`config.mk`:
```
export PLATFORM = sky130hd
export DESIGN_NAME = ctp_cordic_cell
export DESIGN_NICKNAME = d
export VERILOG_FILES = /design/src/sv/ctp_pkg.sv /design/src/sv/ctp_cordic_cell.sv
export SDC_FILE = /design/constraint.sdc
export NUM_CORES = 1
export LEC_CHECK = 0
export BUFFER_PORTS_ARGS = -buffer_cell sky130_fd_sc_hd__buf_2
export CORE_UTILIZATION = 35
export CTS_CLUSTER_SIZE = 16
export DETAILED_ROUTE_END_ITERATION = 16
export GPL_TIMING_DRIVEN = 0
export PLACE_DENSITY = 0.61
export SLEW_MARGIN = 20
export SYNTH_ARGS = -nofsm -noshare
export SYNTH_HDL_FRONTEND = slang
export SYNTH_SLANG_ARGS = --single-unit
```
`constraint.sdc`:
```
create_clock -name clk -period 8.15 [get_ports clk]
set_clock_uncertainty 0.05 [all_clocks]
set_input_delay 0.815 -clock clk [delete_from_list [all_inputs] [get_ports clk]]
set_output_delay 0.815 -clock clk [all_outputs]
set_load 0.01 [all_outputs]
```
`src/sv/ctp_pkg.sv`:
```
// ----------------------------------------------------------------------------
// ctp_pkg
// Types, constants and helpers shared by the curved-to-plane transform.
// ----------------------------------------------------------------------------
package ctp_pkg;

  // restoring divider steps, also the width of each quotient
  localparam int DIV_STEPS  = 33;
  // width of the slice angle divisor, twice the slice count
  localparam int ANG_DIV_W  = 17;
  // bend angle times (2*index - count)
  localparam int ANG_PROD_W = 50;
  // cordic datapath width
  localparam int CW         = 34;

  localparam logic signed [31:0]   PI_Q29      = 32'sd1686629713;
  localparam logic signed [31:0]   HALF_PI_Q29 = 32'sd843314857;
  localparam logic signed [CW-1:0] GAIN_Q30    = 34'sd652032874;

  // register indexes, address bits [3:2]
  localparam logic [1:0] REG_BEND_RADIUS = 2'd0;
  localparam logic [1:0] REG_BEND_ANGLE  = 2'd1;
  localparam logic [1:0] REG_SLICE_COUNT = 2'd2;

  typedef struct packed {
    logic signed [31:0] x_offset;
    logic signed [31:0] y_offset;
    logic signed [31:0] x_slope;
    logic signed [31:0] y_slope;
    logic [30:0]        momentum;
    logic [15:0]        slice_index;
  } req_t;

  typedef struct packed {
    logic signed [31:0] pos_x;
    logic signed [31:0] pos_y;
    logic signed [31:0] pos_z;
    logic signed [31:0] mom_x;
    logic signed [31:0] mom_y;
    logic signed [31:0] mom_z;
  } rsp_t;

  typedef struct packed {
    logic signed [CW-1:0] x;
    logic signed [CW-1:0] y;
    logic signed [CW-1:0] z;
  } cordic_lane_t;

  typedef struct packed {
    cordic_lane_t lane;
    logic         flip;
  } cordic_start_t;

  // flags and pass-through data riding along the divider chain
  typedef struct packed {
    logic signed [31:0] x_off;
    logic signed [31:0] y_off;
    logic               ang_neg;
    logic               ang_ovf;
    logic               ax_neg;
    logic               ay_neg;
  } div_side_t;

  // data riding along the cordic chain
  typedef struct packed {
    logic signed [31:0] x_off;
    logic signed [31:0] y_off;
    logic signed [31:0] px;
    logic signed [31:0] py;
    logic signed [31:0] pz;
    logic               flip_a;
    logic               flip_h;
  } cordic_side_t;

  function automatic logic [31:0] atan_q29(input int idx);
    logic [31:0] r;
    case (idx)
      0:  r = 32'd421657428;
      1:  r = 32'd248918915;
      2:  r = 32'd131521918;
      3:  r = 32'd66762579;
      4:  r = 32'd33510843;
      5:  r = 32'd16771758;
      6:  r = 32'd8387925;
      7:  r = 32'd4194219;
      8:  r = 32'd2097141;
      9:  r = 32'd1048575;
      10: r = 32'd524288;
      11: r = 32'd262144;
      12: r = 32'd131072;
      13: r = 32'd65536;
      14: r = 32'd32768;
      15: r = 32'd16384;
      16: r = 32'd8192;
      17: r = 32'd4096;
      18: r = 32'd2048;
      19: r = 32'd1024;
      20: r = 32'd512;
      21: r = 32'd256;
      22: r = 32'd128;
      23: r = 32'd64;
      24: r = 32'd32;
      25: r = 32'd16;
      26: r = 32'd8;
      27: r = 32'd4;
      28: r = 32'd2;
      29: r = 32'd1;
      default: r = 32'd0;
    endcase
    return r;
  endfunction

  function automatic logic signed [31:0] sat32(input logic signed [63:0] v);
    logic signed [31:0] r;
    if (v > 64'sd2147483647) begin
      r = 32'sh7fffffff;
    end else if (v < -64'sd2147483648) begin
      r = 32'sh80000000;
    end else begin
      r = v[31:0];
    end
    return r;
  endfunction

  // fold the angle into the right half plane, remember the sign flip
  function automatic cordic_start_t cordic_start(input logic signed [31:0] a);
    cordic_start_t      r;
    logic signed [CW-1:0] aw;
    aw = CW'(a);
    r.lane.x = GAIN_Q30;
    r.lane.y = '0;
    if (a > HALF_PI_Q29) begin
      r.lane.z = aw - CW'(PI_Q29);
      r.flip   = 1'b1;
    end else if (a < -HALF_PI_Q29) begin
      r.lane.z = aw + CW'(PI_Q29);
      r.flip   = 1'b1;
    end else begin
      r.lane.z = aw;
      r.flip   = 1'b0;
    end
    return r;
  endfunction

endpackage

```
`src/sv/ctp_cordic_cell.sv`:
```
// ----------------------------------------------------------------------------
// ctp_cordic_cell
// One rotation-mode cordic iteration for the slice and half-bend angles.
// ----------------------------------------------------------------------------
module ctp_cordic_cell import ctp_pkg::*; #(
  parameter int STEP = 0
) (
  input  logic               clk,
  input  logic               en,
  input  cordic_lane_t [1:0] lane_i,
  output cordic_lane_t [1:0] lane_o
);

  localparam logic signed [CW-1:0] ATAN = CW'(atan_q29(STEP));

  cordic_lane_t [1:0] lane_next;
  logic signed [CW-1:0] dx [2];
  logic signed [CW-1:0] dy [2];

  always_comb begin
    for (int l = 0; l < 2; l++) begin
      dx[l] = $signed(lane_i[l].y) >>> STEP;
      dy[l] = $signed(lane_i[l].x) >>> STEP;
      if (!lane_i[l].z[CW-1]) begin
        lane_next[l].x = $signed(lane_i[l].x) - dx[l];
        lane_next[l].y = $signed(lane_i[l].y) + dy[l];
        lane_next[l].z = $signed(lane_i[l].z) - ATAN;
      end else begin
        lane_next[l].x = $signed(lane_i[l].x) + dx[l];
        lane_next[l].y = $signed(lane_i[l].y) - dy[l];
        lane_next[l].z = $signed(lane_i[l].z) + ATAN;
      end
    end
  end

  always_ff @(posedge clk) begin
    if (en) begin
      lane_o <= lane_next;
    end
  end

endmodule

```
Word-level counts from Yosys, hierarchy flattened
Cells that the tools add are included.
- register bits after elaboration: 204
- input port bits: 206
- output and inout bits: 204
- logic and storage cells: 18
- $add $sub $neg: 10
- mux-type cells: 2
- operators by type and width (cell ; count):
    102-bit 2-to-1 mux ; 2
    34-bit subtractor ; 4
    34-bit by 30-bit adder with 34-bit output, second input constant ; 2
    34-bit adder ; 2
    34-bit by 30-bit subtractor with 34-bit output, second input constant ; 2

Depth between registers and ports, before layout
- depth after elaboration: 2
- mapped depth: 15
- depth with buffers taken out: 12

Worst setup path after synthesis
OpenSTA, ideal clock, no wires.
- kind: input port to flip-flop
- start point: input lane_i[135] in the netlist's numbering
- end point: register lane_o[133] in the netlist's numbering (data pin)
- library setup time: 262 ps
- data arrival time: 4156 ps
- data required time: 7838 ps
- slack: 3681 ps
- cell stages on the path: 15
- path buffers: 4
- path through: clkbuf_1 -> inv_1 -> clkbuf_1 -> buf_1 -> ha_1 -> clkbuf_1 -> a21o_1 -> a21o_1 -> a21o_1 -> a221o_1 -> a21oi_1 -> a21oi_1 -> o41ai_2 -> mux2i_1 -> nand3_1
- RTL lines (what ; line ; source):
    start, declared ; ctp_cordic_cell.sv:10 ; input cordic_lane_t [1:0] lane_i,
    end signal, assigned ; ctp_cordic_cell.sv:38 ; lane_o <= lane_next;
    end, declared ; ctp_cordic_cell.sv:11 ; output cordic_lane_t [1:0] lane_o

==> metrics.md <==
| Metric | Value |
|---|---|
| Status | finished clean |
| Clock Power Share | 29.7% |
| WHS Endpoint | lane_o[1] |
| Max-Cap Viols | 0 |
| Top cells by count, synth | a21oi_1 (279), ha_1 (258), inv_1 (208) |
| CTS root buf | clkbuf_16 |
| Pint | 2800 uW |
| I/O Buffers | 409 |
| CTS Buf Count | 27 |
| Post CTS Setup Buffer Count | 0 |
| Biggest regs | lane_o: 202 flops |
| Total grt overflow | 0 |
| Sum of negative setup slack | 0 ns |
| Detailed Route Iter0 Violations | 1549 |
| GP Congestion | 0.968 |
| Layout cells sized above 1 | between 10% and 20% |
| Final Util | about 43% |
| YS warnings | 0 |
| Leakage | 0.0111 uW |
| Starting Density | 35.6% |
| Hpwl dp | 65300 um |
| # IOs | 410 |
| RSZ-0062 raised after global routing | false |
| CTS tree | built |
| H-tree depth | 1 |
| Global-route wire length before repair | 120000 um |
| Die width | 245 um |
| Hold Path Class | in2reg |
| Core region area | approximately 58000 um^2 |
| Seq/Total Area, Yosys | between 20% and 30% |
| Peak supply drop | 0.160 mV |
| Clock Pin Slew Worst Setup and Hold Paths | approximately 0.060 ns |
| Gates resized, CTS repair | 0 |
| Row Count | 88 |
| Critical Path RT | 8.41 ns |
| Mean Syn Cell Area | 8.57 um^2 |
| Clock sink count | between 200 and 250 |
| CP startpoint kind | primary input |
| Hold Crit Depth | 1 |
| Tightest Pin Transition | around 1.1 ns |
| Most frequent cell after synthesis | a21oi_1 |
| Drt first pass iters | 5 |
| Post-synth EDFFs | between 200 and 250 |
| Slew margin rel. | 23.8% |
| Critical Path Fanout Max | 21 |
| WP data arrival | around 5.6 ns |
| Initial antenna violation count | 12 |
| DR vias/cell | 5.63 |
| Fmax achieved | 187 MHz |
| Largest reg by FF count | lane_o |
| Post-route clock period utilization | 65.8% |
| Most used DFF post-synth | edfxtp_1 |
| Total track usage | 25.9% |
| Die ar. | approximately 60000 um^2 |
| Area grow syn2layout | 19.7% |
| Pin count of the biggest net entering global routing | 76 |
| Power Density | 178 nW/um^2 |
| Top cells by area, synth | edfxtp_1 (29%), ha_1 (16%), a21oi_1 (6.7%) |
| Max-slew violations | 0 |
| Drt total wl | 81400 um |
| Ys async rst share | 0% |
| Cell taking the most area after synthesis | edfxtp_1 |
| NetSw | 1630 uW |
| Cell Area, Synth | 20700 um^2 |
| Critical path endpoint category | flip-flop |
| Logic gate share of total power | 37.9% |
| Min-delay src | lane_i[1] |
| Buffer levels on the longest clock path | 3 |
| WL per Instance | between 20 and 25 um |
| Total number of vias | 20600 |
| Hold Buf Count CTS | 0 |
| Cells after Synth | 2417 |
| Minimum clock period | 5.36 ns |
| Final Hold Vio Count | 0 |
| Flop pwr share | 32.4% |
| Synth top area share | 29.3% |
| Final setup viols | 0 |
| Net count after synthesis | 2889 |
| Detail Route Antenna Nets | 0 |
| Fin nets | around 3300 |
| Cell variety after synth | 84 |
| Switching Fraction | 36.8% |
| CP Class | in2reg |
| DRC Markers | 0 |
| Number of global-route vias before repair | between 20000 and 25000 |
| Die height | 245 um |
| Number of flip-flops in the largest register | 202 |
| Synth Register Bits | 202 |
cell usage in the layout (no fill, tap or decap), types with 22 or more instances in the layout:
cell type	instances
mux2i_1	24
a31oi_1	23
o21bai_1	60
o211ai_1	24
nand2b_1	27
o21ai_1	23
a21o_1	80
nor2_1	192
buf_2	421
nor2b_1	32
clkbuf_1	66
clkbuf_16	27
xor2_1	44
nand4_1	22
nand2_1	108
a21oi_1	279
xnor2_1	131
a211oi_1	28
buf_1	22
nor3_1	55
edfxtp_1	202
o21ai_0	139
o31ai_1	30
or3_1	29
nand3_1	38
o21a_1	25
inv_1	208
ha_1	258
power by group through the flow:
stage | logic (uW) | clock network (uW) | registers [uW]
final | 1680 | 1310 | 1440
after global routing | 1810 | 1380 | 1450
after CTS | 1660 | 1350 | 1440
after detailed placement | 1650 | 0 | 1460
after global placement | 1650 | 0 | 1460
after floorplan | 913 | 0 | 1540
cell families after synthesis:
logic type | synth area share [%]
compound gates | 26.3
xor+xnor | 7.40
simple gates | 13.6
mux | 1.16
buf+inv | 5.98
flops | 29.3
fa+ha+maj | 16.3
metrics by stage:
step / instance area, um^2 / hold WS [ns] / power (uW) / cells / setup slack (ns)
2_1_floorplan: 20700 / 0.864 / 2450 / 2417 / 3.68
5_1_grt: 24800 / 0.355 / 4640 / 3651 / 2.58
3_5_place_dp: 23800 / 0.944 / 3110 / 3594 / 2.32
3_3_place_gp: 23700 / 0.944 / 3110 / 3591 / 1.70
4_1_cts: 24800 / 0.339 / 4450 / 3643 / 2.92
6_report: 24800 / 0.376 / 4430 / 3653 / 2.79
worst max path at each step:
stage,start,to,slack (ns),cells past startpoint
global placement,lane_i[135],lane_o[134],1.70,16
floorplan,lane_i[135],lane_o[133],3.68,15
global route,lane_i[33],lane_o[30],2.58,15
detailed placement,lane_i[33],lane_o[30],2.32,15
finish,lane_i[33],lane_o[30],2.79,15
CTS,lane_i[33],lane_o[30],2.92,15
cell type report:
type	count	area (um^2)
Fill cell	5911	33300
Tap cell	765	957
Clock buffer	29	683
Sequential cell	202	6070
Clock inverter	20	284
Multi-Input combinational cell	1892	13400
Inverter	220	826
Buffer	103	415
Antenna cell	10	25.0
Timing Repair Buffer	412	2130
layer usage:
layer | GRT usage [%] | vias up | wire length [um]
met5 | 0 | - | 13
met1 | 32.4 | 9758 | 33700
met3 | 3.96 | 172 | 5830
met2 | 43.8 | 920 | 38100
met4 | 11.7 | 2 | 3760
li1 | - | 9721 | -
worst max-delay path, cell delays in order:
cell	delay [ns]
buf_2	0.40
clkbuf_1	0.36
clkinv_1	0.48
clkbuf_2	0.40
buf_12	0.25
fa_1	0.42
a21o_1	0.19
a21oi_1	0.28
o21ai_1	0.11
a221oi_1	0.48
a21oi_1	0.23
a21oi_1	0.46
o31ai_1	0.24
mux2i_1	0.17
or2_2	0.31
No activity file was read; power rests on OpenSTA's default activity.
