===== config.mk =====
export PLATFORM = sky130hd
export DESIGN_NAME = ctp_div_cell
export DESIGN_NICKNAME = d
export VERILOG_FILES = /design/src/sv/ctp_div_cell.sv
export SDC_FILE = /design/constraint.sdc
export NUM_CORES = 1
export LEC_CHECK = 0
export BUFFER_PORTS_ARGS = -buffer_cell sky130_fd_sc_hd__buf_2
export CAP_MARGIN = 0
export CORE_MARGIN = 2
export CORE_UTILIZATION = 51
export CTS_CLUSTER_DIAMETER = 80
export DETAILED_ROUTE_END_ITERATION = 16
export GPL_TIMING_DRIVEN = 0
export PLACE_DENSITY = 0.82
export SYNTH_ARGS = -nofsm -noshare
export SYNTH_HDL_FRONTEND = slang
export SYNTH_SLANG_ARGS = --single-unit
export TNS_END_PERCENT = 100

===== constraint.sdc =====
create_clock -name clk -period 6.41 [get_ports clk]
set_input_delay 0.641 -clock clk [delete_from_list [all_inputs] [get_ports clk]]
set_output_delay 0.641 -clock clk [all_outputs]
set_load 0.01 [all_outputs]

===== src/sv/ctp_div_cell.sv =====
// ----------------------------------------------------------------------------
// ctp_div_cell
// One restoring division step for a few lanes sharing one divisor.
// ----------------------------------------------------------------------------
module ctp_div_cell #(
  parameter int DIV_W  = 17,
  parameter int QUOT_W = 33,
  parameter int LANES  = 1
) (
  input  logic                             clk,
  input  logic                             en,
  input  logic [DIV_W-1:0]                 div_i,
  input  logic [LANES-1:0][DIV_W-1:0]      rem_i,
  input  logic [LANES-1:0][QUOT_W-1:0]     num_i,
  output logic [DIV_W-1:0]                 div_o,
  output logic [LANES-1:0][DIV_W-1:0]      rem_o,
  output logic [LANES-1:0][QUOT_W-1:0]     num_o
);

  logic [LANES-1:0][DIV_W:0]      trial;
  logic [LANES-1:0][DIV_W:0]      diff;
  logic [LANES-1:0]               ge;
  logic [LANES-1:0][DIV_W-1:0]    rem_next;
  logic [LANES-1:0][QUOT_W-1:0]   num_next;

  always_comb begin
    for (int l = 0; l < LANES; l++) begin
      // bring down the next dividend bit, quotient bits shift in from the right
      trial[l]    = {rem_i[l], num_i[l][QUOT_W-1]};
      diff[l]     = trial[l] - {1'b0, div_i};
      ge[l]       = trial[l] >= {1'b0, div_i};
      rem_next[l] = ge[l] ? diff[l][DIV_W-1:0] : trial[l][DIV_W-1:0];
      num_next[l] = {num_i[l][QUOT_W-2:0], ge[l]};
    end
  end

  always_ff @(posedge clk) begin
    if (en) begin
      div_o <= div_i;
      rem_o <= rem_next;
      num_o <= num_next;
    end
  end

endmodule


## Word-level counts from Yosys, hierarchy flattened

Cells that the tools add are included.
Widths: inputs -> output; s select.

| storage, ports and cells | value |
|---|---|
| input port bits | 69 |
| output and inout bits | 67 |
| word-level logic and storage cells | 6 |
| register bits | 67 |

| cells by class | value |
|---|---|
| muxes and demuxes | 1 |
| $lt $le $gt $ge | 1 |
| $add $sub $neg | 1 |

Operators with widths:

| cell | count |
|---|---|
| $ge 18x17->1 | 1 |
| $mux 17 | 1 |
| $sub 17x17->17 | 1 |

## Depth between registers and ports, before layout

Gate-level depths: netlist (run 1).

| logic depth | value |
|---|---|
| depth after elaboration | 2 |
| depth in mapped cells | 12 |
| depth with buffers taken out | 11 |

## Worst setup path after synthesis (run 1)

Ideal clock, no wire load.

| timing | value |
|---|---|
| path kind | input to register |
| start | in num_i[32] in the netlist's numbering |
| end | reg rem_o[10] in the netlist's numbering, data pin |
| slack | 3.669 ns |
| arrival time | 2.481 ns |
| setup time | 0.260 ns |
| path buffers | 1 |
| required time | 6.150 ns |
| cell stages on the path | 12 |
| cells stage by stage | inv_1 > ha_1 > inv_1 > fa_1 > a21oi_1 > or3_4 > a21oi_4 > o21bai_4 > and2_4 > buf_12 > inv_12 > mux2_4 |

RTL lines:

| item | line | text |
|---|---|---|
| start, declared | 14 | `input logic [LANES-1:0][QUOT_W-1:0] num_i,` |
| end signal, assigned | 40 | `rem_o <= rem_next;` |
| end, declared | 16 | `output logic [LANES-1:0][DIV_W-1:0] rem_o,` |

==> reports/qor.yml, run 1 <==
drive_above_1_share_pct: 46.6
post_cts_buffers: 0
min_period_ps: 2800
crit_path_top_delay_cell: "fa_1"
first_global_vias: 2263
cp_num_buf_inv: 5
synth_top_area_share_pct: 63.0
fmax_mhz: 358
path_cells: "buf_2, inv_1, ha_1, inv_1, fa_1, a21oi_1, or3_4, a21oi_4, o21bai_4, and2_4, buf_12, inv_12, mux2_4"
worst_pin_slew_ps: 825
status: "complete, no violations"
floorplan.initialDensity_pct: 53.3
routed_wirelength_um: 6980
diodes: 0
cts_buffers: 9
dieArea_um2: 6910
ys_types: 45
ant_nets: 0
avgSynthCellArea_um2: 14.6
clock_path_buffers: 2
clockRootBuffer: "clkbuf_8"
first_pass_iters: 4
p_per_area_nw_per_um2: 257
worstSetupStartpointType: "primary input"
gp_congestion: 0.829
clkSinkCount: 67
final_nets: 452
p_leak_uw: 0.00186
syn_inst: 219
dp_hpwl_um: 5260
antenna_found_initial: 0
ys_ff_latch: 67
crit_arrival_ps: 2880
setup_tns_ps: 0
grt_first_pass_wirelength_um: 11000
drv_slew: 0
cts_resized: 0
crit_path_max_incr_delay_ps: 400
cpMostUsedCell: "inv_1"
grtUsageTotal_pct: 20.5
synth.most_common_cell: "edfxtp_1"
syn_nets: 306
synth_ff_type: "edfxtp_1"
syn_area_um2: 3190
core-area_um2: 5990
drcViolationCount: 0
setup_viol: 0
async_flop_share_pct: 0
grt_max_degree: 68
io_pins: 136
io_buffers: 135
cp.required_ps: 6490
p_total_uw: 1060
relSlewSlack_pct: 45.0
rsz0062_at_grt: "no"
synth_edf_count: 67
syn_to_final_growth_pct: 29.1
cts_tree: "built"
clkTransAtPathRegs_ps: 70
synth_seq_area_share_pct: 63.0
hold_buffers: 0
wl_per_cell_um: 15.7
yosysWarnings: 0
yosys-top-cells-count: "edfxtp_1, inv_1, ha_1"
ir_drop_uv: 150
cap_violations: 0
critPathCaptureType: "flip-flop"
min-delay-path-class: "primary input to flip-flop"
vias: 2296
die_w_um: 83.1
die_y_um: 83.1
timing.final.crit_share_pct: 43.6
drt_iter0_drc: 90
synth_top_area_cell: "edfxtp_1"
worst-setup-path-type: "primary input to flip-flop"
path_delay_family: "compound AO/OA/AOI/OAI gates"
crit_fanout: 10
synth.area.top_cells: "edfxtp_1, ha_1, mux2_4"
htree_num_levels: 3
grt_remaining_overflow: 0
vias_per_cell: 5.17
rows: 28
hold_viol: 0
-- layout make-up --
class	instances	area, um^2
multi-input cells	128	1060
repair buffers	135	678
plain buffers	1	20.0
inverters	23	98.8
clock buffers	10	128
fillers	432	1870
clock inverters	5	31.3
well taps	75	93.8
flip-flops and latches	67	2010
-- stage by stage --
stage	instances	cell area [um^2]	utilization, %	hold WS (ps)	setup slack [ps]
after detailed placement	429	3960	66.2	819	3270
after global routing	444	4130	68.9	449	3530
after CTS	444	4120	68.8	457	3620
after floorplan	219	3190	-	740	3670
final	444	4130	68.9	475	3610
after global placement	429	3960	66.2	818	3250
-- worst paths after layout --
check  startpoint        end  slack (ps)  depth (start not counted)
max     num_i[32]   rem_o[9]        3610                         13
min     num_i[12]  num_o[13]         470                          1
-- routing by layer --
metal / up-vias / share of wire [%] / GRT usage (%) / routed length [um]
met2: 106 / 49 / 33.9 / 3440
met1: 1062 / 43 / 25.2 / 3000
met4: 0 / 1.5 / 8.05 / 108
li1: 1118 / - / - / -
met5: - / 0 / 0 / 0
met3: 10 / 6.2 / 6.56 / 435
-- where the power goes --
| part | internal (uW) | total, uW | switching [uW] |
|---|---|---|---|
| registers | 534 | 543 | 9.35 |
| clock network | 137 | 293 | 156 |
| logic | 105 | 224 | 118 |
| total | 776 | 1060 | 284 |
-- logic make-up (layout without fill, tap and decap cells) --
| family | count (synthesis) | count (layout) | synth area share, % |
|---|---|---|---|
| AO/OA/AOI/OAI | 47 | 47 | 11.0 |
| buffers and inverters | 24 | 174 | 3.72 |
| AND/OR/NAND/NOR | 41 | 41 | 6.93 |
| flip-flops | 67 | 67 | 63.0 |
| adder cells (fa/ha/maj) | 18 | 18 | 7.29 |
| XOR/XNOR | 11 | 11 | 3.02 |
| multiplexers | 11 | 11 | 5.01 |
-- placed cells by master (no fill, tap or decap), drive strengths merged, types with 4 or more instances in the layout --
cell type    n
nor3         4
nand2        9
inv         23
clkbuf      10
o31ai        4
xnor2        8
nor2         6
and2         4
clkinv       4
buf        136
o21ai        7
mux2        10
a21oi       15
ha          17
edfxtp      67
nand3        8
-- state kept, by name, summed over array words and instances (netlist names) --
register	cells
div_o	17
num_o	33
rem_o	17
Note: power is estimated with default switching activity, not from simulation.
==> run 2, diff against run 1 <==
CORE_UTILIZATION = 48   (was 51)
PLACE_DENSITY = 0.77   (was 0.82)
clock period = 2.65 ns   (was 6.41 ns; I/O delays follow)
==> run 2 against run 1 <==
  * Worst hold slack lost 380 ps
  * Via count up 1.2%
  * Wire length down 0.90%
  * Core utilization is 3.4 points lower
  * Flip-flop and latch count is the same
  * Clock-buffer cell count is 1 higher
  * Non-clock buffer count did not move
==> reports/qor.yml, run 2 (synthesis results as in run 1) <==
clockRootBuffer: "clkbuf_8"
drv_slew: 0  # unchanged
path_delay_family: "compound AO/OA/AOI/OAI gates"
worstHoldPathCells: 1  # unchanged
die_w_um: 85.6  # +2.9%
crit_path_max_incr_delay_ps: 400  # about the same
cp-endpoint: "rem_o[10]"
largest_register: "num_o"
setup_viol: 0  # unchanged
hold_viol: 0  # unchanged
grt_max_degree: 68  # unchanged
drcViolationCount: 0  # unchanged
mostFrequentLayoutCell: "buf_2"
p_per_area_nw_per_um2: 662  # +160%
clkTransAtPathRegs_ps: 70  # about the same
min_period_ps: 2440
largest_reg_flops: 33  # unchanged
final_nets: 452  # unchanged
reg.largest.list: "num_o: 33 flops, div_o: 17 flops, rem_o: 17 flops"
grtUsageTotal_pct: 19.3  # -1.2 points
ir_drop_uv: 418  # +180%
vias: 2324  # +1.2%
grt_first_pass_wirelength_um: 10800  # -2.2%
relSlewSlack_pct: 44.9  # -0.096 points
syn_to_final_growth_pct: 30.8
fin_cells: 447  # +0.68%
crit_path_top_delay_cell: "fa_1"
io_pins: 136  # unchanged
antenna_found_initial: 0  # unchanged
worst-setup-path-type: "primary input to flip-flop"
grt_remaining_overflow: 0  # unchanged
crit_fanout: 10  # unchanged
post_cts_buffers: 0  # unchanged
cts_buffers: 9  # unchanged
cp.required_ps: 2740  # -3750 ps
layout_common_cells: "buf_2, edfxtp_1, inv_1"
core-area_um2: 6390  # +6.6%
crit_start: "num_i[32]"
clkSinkCount: 67  # unchanged
fmax_mhz: 410
cts_resized: 0  # unchanged
p_leak_uw: 0.00188  # +1.2%
drive_above_1_share_pct: 46.5  # -0.13 points
rows: 29  # +3.6%
rsz0062_at_grt: "no"
utilization_pct: 65.4  # -3.4 points
p_total_uw: 2770  # +160%
vias_per_cell: 5.20  # +0.54%
die_y_um: 85.6  # +2.9%
dp_hpwl_um: 5130  # -2.5%
fillCellCount: 487  # +13%
io_buffers: 135  # unchanged
cp_num_buf_inv: 5  # unchanged
gp_congestion: 0.860  # +3.8%
first_pass_iters: 4  # unchanged
wl_per_cell_um: 15.5  # -1.6%
cpMostUsedCell: "inv_1"
cap_violations: 0  # unchanged
worst_pin_slew_ps: 827  # +1.45 ps
crit_arrival_ps: 2530  # -350 ps
worstSetupStartpointType: "primary input"
first_global_vias: 2200  # -2.8%
path_cells: "buf_2, inv_1, ha_1, inv_1, fa_1, a21oi_1, or3_4, a21oi_4, o21bai_4, and2_4, buf_12, inv_12, mux2_4"
routed_wirelength_um: 6920  # -0.90%
ant_nets: 0  # unchanged
htree_num_levels: 3  # unchanged
hold_buffers: 0  # unchanged
drt_iter0_drc: 79  # -12%
cp_num_cells: 13  # unchanged
critPathCaptureType: "flip-flop"
timing.final.crit_share_pct: 92.1
min-delay-path-class: "primary input to flip-flop"
status: "complete, no violations"
dieArea_um2: 7320  # +5.9%
dp.cells: 431  # +0.47%
diodes: 0  # unchanged
regArea_um2: 2010  # unchanged
multiInputGateArea_um2: 1060  # unchanged
cts_tree: "built"
floorplan.initialDensity_pct: 50.0  # -3.3 points
clock_path_buffers: 2  # unchanged
## run 2: cell types whose count changed in the layout (fill, tap and decap cells not counted)
cell       delta
clkbuf_1      +1
clkinv_4      -1
clkinv_2      -1
bufinv_16     +2
## run 2: metrics by stage
stage          cell area [um^2]  hold slack, ps  setup TNS, ps  worst slack (ps)
3_3_place_gp               3970             442           -685             -79.1
5_1_grt                    4180            74.8              0               119
2_1_floorplan              3190             364              0               285
3_5_place_dp               3970             443           -953              -104
4_1_cts                    4180            86.3              0               222
6_report                   4180            93.7              0               209
## run 2: worst min-delay path by stage
| stage | startpoint | end |
|---|---|---|
| detailed placement | num_i[20] | num_o[21] |
| finish | num_i[8] | num_o[9] |
| floorplan | div_i[0] | div_o[0] |
| global route | num_i[8] | num_o[9] |
| CTS | num_i[8] | num_o[9] |
| global placement | num_i[13] | num_o[14] |
## run 2: cell type report
| cell class | count | area share [%] |
|---|---|---|
| sequential | 67 | 48.2 |
| multi-input combinational | 128 | 25.5 |
| timing repair buffer | 135 | 16.2 |
| clock buffer | 11 | 3.14 |
| inverter | 23 | 2.37 |
| tap | 77 | 2.31 |
| clock inverter | 5 | 1.86 |
| buffer | 1 | 0.479 |
## run 2: routing by layer
layer | routed length, um | track usage, % | share of wire, %
met1 | 2740 | 23.2 | 40
met2 | 3420 | 32.2 | 49
met4 | 125 | 7.22 | 1.8
met5 | 0 | 0 | 0
met3 | 631 | 6.64 | 9.1
## run 2: where the power goes
group / leakage [uW] / switching [uW] / total, uW / internal (uW)
clock network: 0.000103 / 387 / 914 / 527
logic: 0.00112 / 284 / 538 / 254
registers: 0.000656 / 22.3 / 1310 / 1290
